[src/sv/uuencode_line_encoder_core_macros.svh]
// Assertion macros for the uuencode line encoder.
// Depends on nothing; included by the top level, which supplies clk and rst_n.
`ifndef UUENCODE_LINE_ENCODER_CORE_MACROS_SVH
`define UUENCODE_LINE_ENCODER_CORE_MACROS_SVH

// Property checked only while reset is released.
`define UULE_ASSERT_RUN(lbl, prop, msg) \
    lbl: assert property (@(posedge clk) disable iff (!rst_n) prop) else $error(msg);

// Property checked at every edge, reset included.
`define UULE_ASSERT_ALWAYS(lbl, prop, msg) \
    lbl: assert property (@(posedge clk) prop) else $error(msg);

`endif

[src/sv/uule_pkg.sv]
// Shared constants, types and the character mapping of the uuencode line encoder.
// Depends on nothing.
package uule_pkg;

    localparam int LINE_BYTES_DEF = 45;
    localparam int LINE_BYTES_MAX = 45;
    localparam int CNT_W = $clog2(LINE_BYTES_MAX + 1);

    localparam logic [7:0] CHAR_NL   = 8'h0A;
    localparam logic [7:0] CHAR_BQ   = 8'h60;
    localparam logic [7:0] CHAR_BIAS = 8'h20;

    typedef struct packed {
        logic             line_en;
        logic             end_en;
        logic             bank;
        logic [CNT_W-1:0] len;
    } cmd_t;

    typedef struct packed {
        logic             en;
        logic             bank;
        logic [CNT_W-1:0] addr;
        logic [7:0]       data;
    } wr_t;

    typedef struct packed {
        logic en;
        logic bank;
    } rel_t;

    function automatic logic [7:0] enc6(input logic [5:0] v);
        logic [7:0] r;
        if (v == 6'd0)
        begin
            r = CHAR_BQ;
        end
        else
        begin
            r = {2'b00, v} + CHAR_BIAS;
        end
        return r;
    endfunction

endpackage

[src/sv/uule_front.sv]
// Input side: collects bytes into one of two line banks and issues line and end-of-data commands.
// Depends on uule_pkg.
module uule_front #(
    parameter int LINE_BYTES = uule_pkg::LINE_BYTES_DEF
) (
    input  logic           clk,
    input  logic           rst_n,
    input  logic [7:0]     data_byte,
    input  logic           byte_valid,
    input  logic           end_of_data,
    input  logic           in_valid,
    output logic           in_ready,
    input  logic           cmd_full,
    output logic           cmd_push,
    output uule_pkg::cmd_t cmd,
    output uule_pkg::wr_t  wr,
    input  uule_pkg::rel_t rel
);

    logic [uule_pkg::CNT_W-1:0] count_reg, count_next;
    logic                       wbank_reg, wbank_next;
    logic [1:0]                 busy_reg, busy_next;
    logic [uule_pkg::CNT_W-1:0] n1;
    logic                       accept;
    logic                       full;
    logic                       line_en;

    always_comb
    begin
        in_ready = !cmd_full && !busy_reg[wbank_reg];
        accept   = in_valid && in_ready;
        n1       = byte_valid ? count_reg + uule_pkg::CNT_W'(1) : count_reg;
        full     = byte_valid && (n1 == uule_pkg::CNT_W'(LINE_BYTES));
        line_en  = full || (end_of_data && (n1 != '0));

        wr.en   = accept && byte_valid;
        wr.bank = wbank_reg;
        wr.addr = count_reg;
        wr.data = data_byte;

        cmd.line_en = line_en;
        cmd.end_en  = end_of_data;
        cmd.bank    = wbank_reg;
        cmd.len     = n1;
        cmd_push    = accept && (line_en || end_of_data);

        busy_next  = busy_reg;
        wbank_next = wbank_reg;
        count_next = count_reg;
        if (rel.en)
        begin
            busy_next[rel.bank] = 1'b0;
        end
        if (accept)
        begin
            count_next = line_en ? '0 : n1;
            if (line_en)
            begin
                busy_next[wbank_reg] = 1'b1;
                wbank_next           = !wbank_reg;
            end
        end
    end

    always_ff @(posedge clk or negedge rst_n)
    begin
        if (!rst_n)
        begin
            count_reg <= '0;
            wbank_reg <= 1'b0;
            busy_reg  <= '0;
        end
        else
        begin
            count_reg <= count_next;
            wbank_reg <= wbank_next;
            busy_reg  <= busy_next;
        end
    end

endmodule

[src/sv/uule_cmd_fifo.sv]
// Two-entry command queue between the input side and the character sequencer.
// Depends on uule_pkg.
module uule_cmd_fifo (
    input  logic           clk,
    input  logic           rst_n,
    input  logic           push,
    input  uule_pkg::cmd_t push_cmd,
    output logic           full,
    output logic           pop_valid,
    input  logic           pop_ready,
    output uule_pkg::cmd_t pop_cmd
);

    uule_pkg::cmd_t entry_reg [2];
    logic           wptr_reg, wptr_next;
    logic           rptr_reg, rptr_next;
    logic [1:0]     fill_reg, fill_next;
    logic           do_pop;

    always_comb
    begin
        full      = (fill_reg == 2'd2);
        pop_valid = (fill_reg != 2'd0);
        pop_cmd   = entry_reg[rptr_reg];
        do_pop    = pop_valid && pop_ready;
        wptr_next = push ? !wptr_reg : wptr_reg;
        rptr_next = do_pop ? !rptr_reg : rptr_reg;
        fill_next = fill_reg + {1'b0, push} - {1'b0, do_pop};
    end

    always_ff @(posedge clk or negedge rst_n)
    begin
        if (!rst_n)
        begin
            wptr_reg <= 1'b0;
            rptr_reg <= 1'b0;
            fill_reg <= 2'd0;
        end
        else
        begin
            wptr_reg <= wptr_next;
            rptr_reg <= rptr_next;
            fill_reg <= fill_next;
        end
    end

    always_ff @(posedge clk)
    begin
        if (push)
        begin
            entry_reg[wptr_reg] <= push_cmd;
        end
    end

endmodule

[src/sv/uule_back.sv]
// Output side: holds the two line banks and turns each command into characters.
// Depends on uule_pkg.
module uule_back #(
    parameter int LINE_BYTES = uule_pkg::LINE_BYTES_DEF
) (
    input  logic           clk,
    input  logic           rst_n,
    input  uule_pkg::wr_t  wr,
    input  logic           cmd_valid,
    output logic           cmd_ready,
    input  uule_pkg::cmd_t cmd,
    output uule_pkg::rel_t rel,
    output logic [7:0]     out_char,
    output logic           last_of_run,
    output logic           out_valid,
    input  logic           out_ready
);

    localparam int AW = $clog2(LINE_BYTES);
    localparam int BW = uule_pkg::CNT_W + 1;

    typedef enum logic [5:0] {
        ST_IDLE = 6'b000001,
        ST_LEN  = 6'b000010,
        ST_GRP  = 6'b000100,
        ST_NL   = 6'b001000,
        ST_EQ   = 6'b010000,
        ST_ENL  = 6'b100000
    } state_t;

    logic [7:0] mem [2][LINE_BYTES];

    state_t                     state_reg, state_next;
    logic                       out_valid_reg, out_valid_next;
    logic [7:0]                 out_char_reg, out_char_next;
    logic                       last_reg, last_next;
    logic                       end_en_reg, end_en_next;
    logic                       bank_reg, bank_next;
    logic [uule_pkg::CNT_W-1:0] len_reg, len_next;
    logic [BW-1:0]              baddr_reg, baddr_next;
    logic [BW-1:0]              gbase_reg, gbase_next;
    logic [1:0]                 ci_reg, ci_next;
    logic [7:0]                 prev_reg, prev_next;
    logic [7:0]                 rd_data_reg;
    logic                       rd_pad_reg, rd_pad_next;
    logic                       rd_en;
    logic                       issue;
    logic                       can_emit;
    logic [7:0]                 eff;
    logic [BW-1:0]              gsum;

    always_comb
    begin
        can_emit  = !out_valid_reg || out_ready;
        cmd_ready = (state_reg == ST_IDLE);
        eff       = rd_pad_reg ? 8'h00 : rd_data_reg;
        gsum      = gbase_reg + BW'(3);

        state_next     = state_reg;
        out_valid_next = out_ready ? 1'b0 : out_valid_reg;
        out_char_next  = out_char_reg;
        last_next      = last_reg;
        end_en_next    = end_en_reg;
        bank_next      = bank_reg;
        len_next       = len_reg;
        baddr_next     = baddr_reg;
        gbase_next     = gbase_reg;
        ci_next        = ci_reg;
        prev_next      = prev_reg;
        issue          = 1'b0;
        rel.en         = 1'b0;
        rel.bank       = bank_reg;

        unique case (state_reg)
            ST_IDLE:
            begin
                if (cmd_valid)
                begin
                    end_en_next = cmd.end_en;
                    bank_next   = cmd.bank;
                    len_next    = cmd.len;
                    baddr_next  = '0;
                    gbase_next  = '0;
                    ci_next     = 2'd0;
                    state_next  = cmd.line_en ? ST_LEN : ST_EQ;
                end
            end
            ST_LEN:
            begin
                if (can_emit)
                begin
                    out_valid_next = 1'b1;
                    out_char_next  = uule_pkg::enc6(len_reg);
                    last_next      = 1'b0;
                    issue          = 1'b1;
                    state_next     = ST_GRP;
                end
            end
            ST_GRP:
            begin
                if (can_emit)
                begin
                    out_valid_next = 1'b1;
                    last_next      = 1'b0;
                    case (ci_reg)
                        2'd0:
                        begin
                            out_char_next = uule_pkg::enc6(eff[7:2]);
                            prev_next     = eff;
                            issue         = 1'b1;
                        end
                        2'd1:
                        begin
                            out_char_next = uule_pkg::enc6({prev_reg[1:0], eff[7:4]});
                            prev_next     = eff;
                            issue         = 1'b1;
                        end
                        2'd2:
                        begin
                            out_char_next = uule_pkg::enc6({prev_reg[3:0], eff[7:6]});
                            prev_next     = eff;
                            issue         = 1'b1;
                        end
                        default:
                        begin
                            out_char_next = uule_pkg::enc6(prev_reg[5:0]);
                            gbase_next    = gsum;
                            if (gsum >= {1'b0, len_reg})
                            begin
                                state_next = ST_NL;
                            end
                        end
                    endcase
                    ci_next = ci_reg + 2'd1;
                end
            end
            ST_NL:
            begin
                if (can_emit)
                begin
                    out_valid_next = 1'b1;
                    out_char_next  = uule_pkg::CHAR_NL;
                    last_next      = !end_en_reg;
                    rel.en         = 1'b1;
                    state_next     = end_en_reg ? ST_EQ : ST_IDLE;
                end
            end
            ST_EQ:
            begin
                if (can_emit)
                begin
                    out_valid_next = 1'b1;
                    out_char_next  = uule_pkg::CHAR_BQ;
                    last_next      = 1'b0;
                    state_next     = ST_ENL;
                end
            end
            ST_ENL:
            begin
                if (can_emit)
                begin
                    out_valid_next = 1'b1;
                    out_char_next  = uule_pkg::CHAR_NL;
                    last_next      = 1'b1;
                    state_next     = ST_IDLE;
                end
            end
            default:
            begin
                state_next = ST_IDLE;
            end
        endcase

        rd_en       = issue && (baddr_reg < {1'b0, len_reg});
        rd_pad_next = issue ? !(baddr_reg < {1'b0, len_reg}) : rd_pad_reg;
        if (issue)
        begin
            baddr_next = baddr_reg + BW'(1);
        end

        out_char    = out_char_reg;
        last_of_run = last_reg;
        out_valid   = out_valid_reg;
    end

    always_ff @(posedge clk or negedge rst_n)
    begin
        if (!rst_n)
        begin
            state_reg     <= ST_IDLE;
            out_valid_reg <= 1'b0;
        end
        else
        begin
            state_reg     <= state_next;
            out_valid_reg <= out_valid_next;
        end
    end

    always_ff @(posedge clk)
    begin
        out_char_reg <= out_char_next;
        last_reg     <= last_next;
        end_en_reg   <= end_en_next;
        bank_reg     <= bank_next;
        len_reg      <= len_next;
        baddr_reg    <= baddr_next;
        gbase_reg    <= gbase_next;
        ci_reg       <= ci_next;
        prev_reg     <= prev_next;
        rd_pad_reg   <= rd_pad_next;
    end

    always_ff @(posedge clk)
    begin
        if (wr.en)
        begin
            mem[wr.bank][wr.addr[AW-1:0]] <= wr.data;
        end
        if (rd_en)
        begin
            rd_data_reg <= mem[bank_reg][baddr_reg[AW-1:0]];
        end
    end

endmodule

[src/sv/uuencode_line_encoder_core.sv]
// Top level of the uuencode line encoder: input side, command queue, output side.
// Depends on uule_pkg, uule_front, uule_cmd_fifo, uule_back and the macro header.
//
//   Channel | Handshake           | Payload
//   --------+---------------------+--------------------------------------
//   in      | in_valid / in_ready | data_byte, byte_valid, end_of_data
//   out     | out_valid/out_ready | out_char, last_of_run
//
// An item is taken on each in_valid/in_ready handshake; bytes go into one of two line banks.
// The output sequencer emits its characters through a single character register,
// which holds while out_ready is low; the empty closing line follows the last
// line, or stands alone when no bytes are held.
// The input stalls while both banks hold lines or the command queue is full.
// Reset clears the byte count, bank flags, queue and sequencer; no clearing pass.
`include "uuencode_line_encoder_core_macros.svh"

module uuencode_line_encoder_core #(
    parameter int LINE_BYTES = uule_pkg::LINE_BYTES_DEF
) (
    input  logic       clk,
    input  logic       rst_n,
    input  logic [7:0] data_byte,
    input  logic       byte_valid,
    input  logic       end_of_data,
    input  logic       in_valid,
    output logic       in_ready,
    output logic [7:0] out_char,
    output logic       last_of_run,
    output logic       out_valid,
    input  logic       out_ready
);

    logic           cmd_full;
    logic           cmd_push;
    uule_pkg::cmd_t push_cmd;
    logic           cmd_valid;
    logic           cmd_ready;
    uule_pkg::cmd_t pop_cmd;
    uule_pkg::wr_t  wr;
    uule_pkg::rel_t rel;

    uule_front #(
        .LINE_BYTES(LINE_BYTES)
    ) u_front (
        .clk        (clk),
        .rst_n      (rst_n),
        .data_byte  (data_byte),
        .byte_valid (byte_valid),
        .end_of_data(end_of_data),
        .in_valid   (in_valid),
        .in_ready   (in_ready),
        .cmd_full   (cmd_full),
        .cmd_push   (cmd_push),
        .cmd        (push_cmd),
        .wr         (wr),
        .rel        (rel)
    );

    uule_cmd_fifo u_fifo (
        .clk      (clk),
        .rst_n    (rst_n),
        .push     (cmd_push),
        .push_cmd (push_cmd),
        .full     (cmd_full),
        .pop_valid(cmd_valid),
        .pop_ready(cmd_ready),
        .pop_cmd  (pop_cmd)
    );

    uule_back #(
        .LINE_BYTES(LINE_BYTES)
    ) u_back (
        .clk        (clk),
        .rst_n      (rst_n),
        .wr         (wr),
        .cmd_valid  (cmd_valid),
        .cmd_ready  (cmd_ready),
        .cmd        (pop_cmd),
        .rel        (rel),
        .out_char   (out_char),
        .last_of_run(last_of_run),
        .out_valid  (out_valid),
        .out_ready  (out_ready)
    );

    `UULE_ASSERT_RUN(a_last_is_newline, (out_valid && last_of_run) |-> (out_char == uule_pkg::CHAR_NL), "last item of a run is not a newline")
    `UULE_ASSERT_RUN(a_char_printable, out_valid |-> ((out_char == uule_pkg::CHAR_NL) || ((out_char >= 8'h21) && (out_char <= 8'h60))), "encoded character out of range")
    `UULE_ASSERT_ALWAYS(a_no_push_when_full, cmd_push |-> !cmd_full, "command pushed into a full queue")

endmodule
[config.mk]
export PLATFORM = sky130hd
export DESIGN_NAME = uuencode_line_encoder_core
export DESIGN_NICKNAME = d
export VERILOG_FILES = /design/src/sv/uule_pkg.sv /design/src/sv/uule_front.sv /design/src/sv/uule_cmd_fifo.sv /design/src/sv/uule_back.sv /design/src/sv/uuencode_line_encoder_core.sv
export VERILOG_INCLUDE_DIRS = /design/src /design/src/sv
export SDC_FILE = /design/constraint.sdc
export NUM_CORES = 1
export LEC_CHECK = 0
export BUFFER_PORTS_ARGS = -buffer_cell sky130_fd_sc_hd__buf_2
export CELL_PAD_IN_SITES_DETAIL_PLACEMENT = 1
export CELL_PAD_IN_SITES_GLOBAL_PLACEMENT = 1
export CORE_MARGIN = 2
export CORE_UTILIZATION = 45
export DETAILED_ROUTE_END_ITERATION = 8
export PLACE_DENSITY_LB_ADDON = 0.1
export SETUP_SLACK_MARGIN = 0.3
export SYNTH_ARGS = -nofsm -noshare
export SYNTH_HDL_FRONTEND = slang
export SYNTH_SLANG_ARGS = --single-unit
export TNS_END_PERCENT = 30
[constraint.sdc]
create_clock -name clk -period 3.3 [get_ports clk]
set_input_delay 0.33 -clock clk [delete_from_list [all_inputs] [get_ports clk]]
set_output_delay 0.33 -clock clk [all_outputs]
set_load 0.01 [all_outputs]
Word-level counts from Yosys, hierarchy flattened
Memories as Yosys holds them, arrays and structs flattened. A register that Yosys moved wholly into a read port is not among the register bits. Index checks and enable logic that the tools add are counted.

Register bits: 68. RAM bits: 738. Logic and storage cells: 180. Memories: 2.

Add/subtract/negate cells: 11. $lt $le $gt $ge: 9. Equal/unequal tests: 20. Multiplexer cells: 65. Bitwise operators: 5. Reductions and logical operators: 48.

Memory list: u_back.mem (depth 2, width 360, read ports 1, clocked after Yosys merged registers in 1, wr ports 1, line uule_back.sv:31) `logic [7:0] mem [2][LINE_BYTES];`; u_fifo.entry_reg (depth 2, width 9, read ports 1, clocked after Yosys merged registers in 0, wr ports 1, line uule_cmd_fifo.sv:14) `uule_pkg::cmd_t entry_reg [2];`.

Operators by type and width (count): $mux W360 (1); $mux W8 (13); $mux W6 (10); $bmux W8 S6 (1); $demux W8 S6 (1); $pmux W6 S6 (1); $add A6 B6 Y7 const B (5); $mux W7 (5); $pmux W8 S4 (1); $logic_not A6 Y1 (5); $pmux W8 S3 (1); $mux W1 (18); $ne A2 B1 Y1 const B (8); $ge A7 B7 Y1 const B (2); $not A6 Y7 (2); $pmux W7 S2 (1); $eq A6 B6 Y1 const B (2); $logic_and A1 B1 Y1 (11); $mux W2 (5); $mux W5 (2); $logic_not A1 Y1 (8); $reduce_and A4 Y1 (2); $reduce_and A8 Y1 (1); $reduce_bool A2 Y1 (4); other kinds (37) (48).

Depth between registers and ports, before layout
Depth after elaboration: 10. Mapped depth: 11. Gate-level depth less buffers: 10.

Hierarchy
From an unflattened synthesis, not the netlist that was laid out.

Cells, all modules: 1751. Area, all modules: 32451.1 µm².

Modules (own cells, without submodules): uule_back (instances 1, cells an instance 1619, area each 30818.3 µm²); uule_cmd_fifo (instances 1, cells an instance 45, area each 887.1 µm²); uule_front (instances 1, cells an instance 87, area each 745.7 µm²).

Least setup slack after synthesis
OpenSTA, ideal clock, no wires.

Kind: register to register. Start point: reg u_back.baddr_reg[1]. End point: reg u_back.rd_data_reg[0], enable pin. Arrival: 2795 ps. Required time: 2881 ps. Slack: 86 ps. Cell stages (with the launch flop): 7. Clock period less this slack: 3214 ps. Cells stage by stage: edfxtp_1 > ha_1 > a21o_1 > a21o_1 > a21o_1 > a21o_1 > a2111oi_0.

Cells in the longest elaborated chain, start to end: 2.

RTL lines: start: declaration (line uule_back.sv:40) `logic [BW-1:0] baddr_reg, baddr_next;`; start signal: assignment (line uule_back.sv:207) `baddr_reg <= baddr_next;`; $lt A7 B6 Y1 (line uule_back.sv:174) `rd_en = issue && (baddr_reg < {1'b0, len_reg});`; $logic_and A1 B1 Y1 (line uule_back.sv:174); net u_back.rd_en (line uule_back.sv:46) `logic rd_en;`; end signal: assignment (line uule_back.sv:222) `rd_data_reg <= mem[bank_reg][baddr_reg[AW-1:0]];`; end: declaration (line uule_back.sv:44) `logic [7:0] rd_data_reg;`.

The timed path passes the listed nets, and every way through them passes these cells. A chain may end at the register's enable or synchronous reset.

Worst setup path after layout
Start point: reg u_back.gbase_reg[0]. End point: reg u_back.state_reg[4].

Cells in the longest elaborated chain, start to end: 4.

RTL lines: start: declaration (line uule_back.sv:41) `logic [BW-1:0] gbase_reg, gbase_next;`; start signal: assignment (line uule_back.sv:208) `gbase_reg <= gbase_next;`; $add A7 B2 Y7 (line uule_back.sv:57) `gsum = gbase_reg + BW'(3);`; net u_back.gsum[0] (line uule_back.sv:50) `logic [BW-1:0] gsum;`; $ge A7 B6 Y1 (line uule_back.sv:128) `if (gsum >= {1'b0, len_reg})`; $ne A2 B1 Y1 (no source line); $reduce_and A8 Y1 (no source line); end signal: assignment (line uule_back.sv:195) `state_reg <= state_next;`; end: declaration (line uule_back.sv:33) `state_t state_reg, state_next;`.

The timed path passes the listed nets, and every way through them passes these cells.

==> summary.txt <==
Synthesis
  • Post-synth top area share: 72.0%
  • Yosys cell types: 80
  • Primary FF master, synth: edfxtp_1
  • Avg Inst Size Synth: ~18 um^2
  • Yosys reg bits: just over 800
  • XOR/XNOR Fraction of Synth Area: less than 1%
  • Top cells by area, synth: edfxtp_1, mux4_2, mux2i_1
  • Simple-Gate Fraction of Synth Area: 4.81%
  • Cells after Synth: approximately 1800
  • Cell taking the most area after synthesis: edfxtp_1
  • Main combinational cell family by area after synthesis: multiplexers
  • Number of synthesized flops with an enable pin: 785
  • Post-Syn Nets: roughly 1900
  • Synth Cell Area: 32700 um^2
  • Register area share after synthesis: 73.6%
  • Yosys warns: 0
  • Fraction of registers with async set/reset: 2.48%
  • Mux share of post-synthesis cell area: between 10% and 20%
  • Post-synthesis compound-gate area fraction: around 4.5%
  • Synth Area in Adders: less than 1%
  • Post-synth top cells: edfxtp_1, nor2_1, mux2i_1
  • Top-count cell post-synth: edfxtp_1

Finish
  • Total area of sequential cells: between 20000 and 25000 um^2
  • # fillers: 6488
  • Synthesis-to-layout area growth: 16.0%
  • Multi-input logic area: about 8000 um^2
  • Total Nets Final: between 2000 and 2500
  • Post-layout util: between 50% and 60%
  • Share of post-route cells with drive strength above 1: 22.7%
  • Max reg flops: just over 700

Route
  • Pre-antenna DRT Iters: 6
  • Iter 0 DRT Violations: between 1000 and 1500
  • Routed wire length: slightly below 90000 um
  • WL/cell: around 29 um
  • Vias post-DR: 17642
  • Drc violations: 0
  • DRT antenna net count: 0
  • Vias per cell: slightly below 6

Floorplan
  • Num rows: between 90 and 100
  • Initial core utilization: a little under half
  • Core area: between 70000 and 80000 um^2
  • Die area: roughly 75000 um^2
  • Die Height: approximately 270 um
  • Die width: 274 um
  • Top Ports: 25

Global route
  • First-pass GRT wire length: about 130000 um
  • Total congestion overflow: 0
  • Vias in the first global route: about 19000
  • Initial antenna violation count: 1
  • Largest net degree at the start of global routing: 91
  • Tot GR Track Use: between 20% and 30%

STA
  • Fmax: between 300 and 400 MHz
  • Pins Over Slew Limit: 0
  • Final worst setup slack: between 0.3 and 0.4 ns
  • Relative slew slack: 17.2%
  • Hold WS: between 0.07 and 0.08 ns
  • Hold Fails Final Rpt: 0
  • Setup TNS: 0 ns
  • Min Tclk post-route: about 2.9 ns
  • Least-Margin Pin Slew: 1.24 ns
  • RSZ-0062 raised after global routing: true
  • Post-Route Skew: ~0.030 ns
  • Setup-failing EPs final: 0
  • Final period util: between 80 and 90%

Clock network
  • Clock-pin slew on the worst setup and hold paths: 0.06 ns
  • CTS Sinks: between 800 and 900
  • CTS root buf: clkbuf_16
  • CTS tree: built
  • CTS H-tree lvls: 3
  • Longest Clk Path Bufs: 3
  • CTS buffer count: slightly below 90
  • Worst skew pair latency: around 0.65 ns

Hold path
  • Hold WC Path Type: primary input to register
  • Min-delay src: data_byte[1]

Power
  • NetSw: around 10000 uW
  • P_leak: approximately 0.013 uW
  • Clock network power share: a little under a third
  • Combinational Power Share: 30.3%
  • P per Cell Area: between 800 and 900 nW/um^2
  • Pint: ~21000 uW
  • Reg power frac: between 30% and 40%
  • Max rail drop VDD: 539 uV
  • Switching Fraction: between 30% and 40%

Outcome
  • Status: completed

Place
  • Pre-CTS setup slack: ~0.26 ns
  • IO Port Bufs: 23
  • Hpwl dp: approximately 56000 um
  • Global placement routability congestion: between 0.8 and 0.9

Setup path
  • Worst setup SP type: register
  • Critical path origin: u_back.gbase_reg[0]
  • CP Capture Type: register
  • CP arrival: around 3.4 ns
  • CP required: 3.81 ns
  • Crit Path Class: register to register
  • Crit Path Max Fanout: 5
  • Reg2reg start: u_back.gbase_reg[0]

Flow run
  • Max-cap violations: 0
==> area by class of cell <==
| class | instances | share of cell area [%] |
|---|---|---|
| multi-input combinational | 885 | 21.0 |
| antenna | 1 | 0.00659 |
| tap | 950 | 3.13 |
| clock buffer | 105 | 6.01 |
| inverter | 25 | 0.247 |
| timing repair buffer | 212 | 4.77 |
| sequential | 806 | 63.4 |
| clock inverter | 56 | 1.41 |
==> placed cells by master, fill, tap and decap left out, drive strengths merged, types with 29 or more instances in the layout <==
master	synthesis	layout
buf	66	210
clkbuf	34	105
clkinv	0	40
edfxtp	785	785
inv	25	31
mux2i	158	158
mux4	118	118
nand2	59	59
nor2	160	160
nor2b	29	29
o21ai	45	45
o22ai	40	40
==> critical path, stage by stage (launching register included) <==
cell,delay [ns]
edfxtp_1,0.43
inv_1,0.07
ha_1,0.22
nand3b_1,0.20
xnor2_1,0.25
ha_1,0.29
a21o_1,0.16
a211o_1,0.28
a211oi_1,0.34
or4_4,0.24
mux2_1,0.32
==> per-layer routing <==
| metal | up-vias | part of all wire (%) | global-route usage (%) |
|---|---|---|---|
| li1 | 7698 | - | - |
| met1 | 9344 | 43 | 32.0 |
| met2 | 485 | 49 | 38.6 |
| met3 | 115 | 5.8 | 4.14 |
| met4 | 0 | 2.8 | 7.81 |
| met5 | - | 0 | 0 |
==> stage by stage <==
| stage | area [um^2] | instances | total power (uW) |
|---|---|---|---|
| finish | 38000 | 3040 | 31400 |
| global route | 38000 | 3039 | 32700 |
| CTS | 37900 | 3033 | 31700 |
| detailed placement | 35100 | 2870 | 22000 |
| global placement | 35100 | 2870 | 21800 |
| floorplan | 32700 | 1816 | 18300 |
==> path summary, 6_finish.rpt <==
| check | end | slack (ns) | cells past startpoint |
|---|---|---|---|
| max in group asynchronous | u_back.state_reg[0] | 2.74 | 2 |
| min in group asynchronous | u_fifo.wptr_reg | 0.20 | 2 |
| setup reg to reg | u_back.state_reg[4] | 0.36 | 10 |
| setup / recovery | u_back.state_reg[4] | 0.36 | 10 |
| hold reg to reg | u_front.busy_reg[1] | 0.50 | 2 |
| hold / removal | u_back.mem[1][97] | 0.07 | 1 |
==> cell families (layout without fill, tap and decap cells) <==
group                    after synthesis  in the layout
multiplexers                         292            292
AO/OA/AOI/OAI                        210            210
other                                  1              2
adder cells (fa/ha/maj)               20             20
XOR/XNOR                              24             24
buffers and inverters                125            398
flip-flops                           806            806
AND/OR/NAND/NOR                      338            338
==> what timing repair did <==
action	4_1_cts	5_1_grt
gates resized for setup	3	2
hold buffers	2	0
setup endpoints to repair	16	120
hold endpoints to repair	23	0
setup buffers	0	6
==> power groups by stage <==
stage | clock [uW] | combinational [uW] | sequential [uW]
floorplan | 0 | 6130 | 12200
global placement | 0 | 9350 | 12400
detailed placement | 0 | 9480 | 12500
CTS | 9860 | 9540 | 12300
global route | 10200 | 10200 | 12300
finish | 9660 | 9530 | 12300
(Power assumes the default switching activity.)
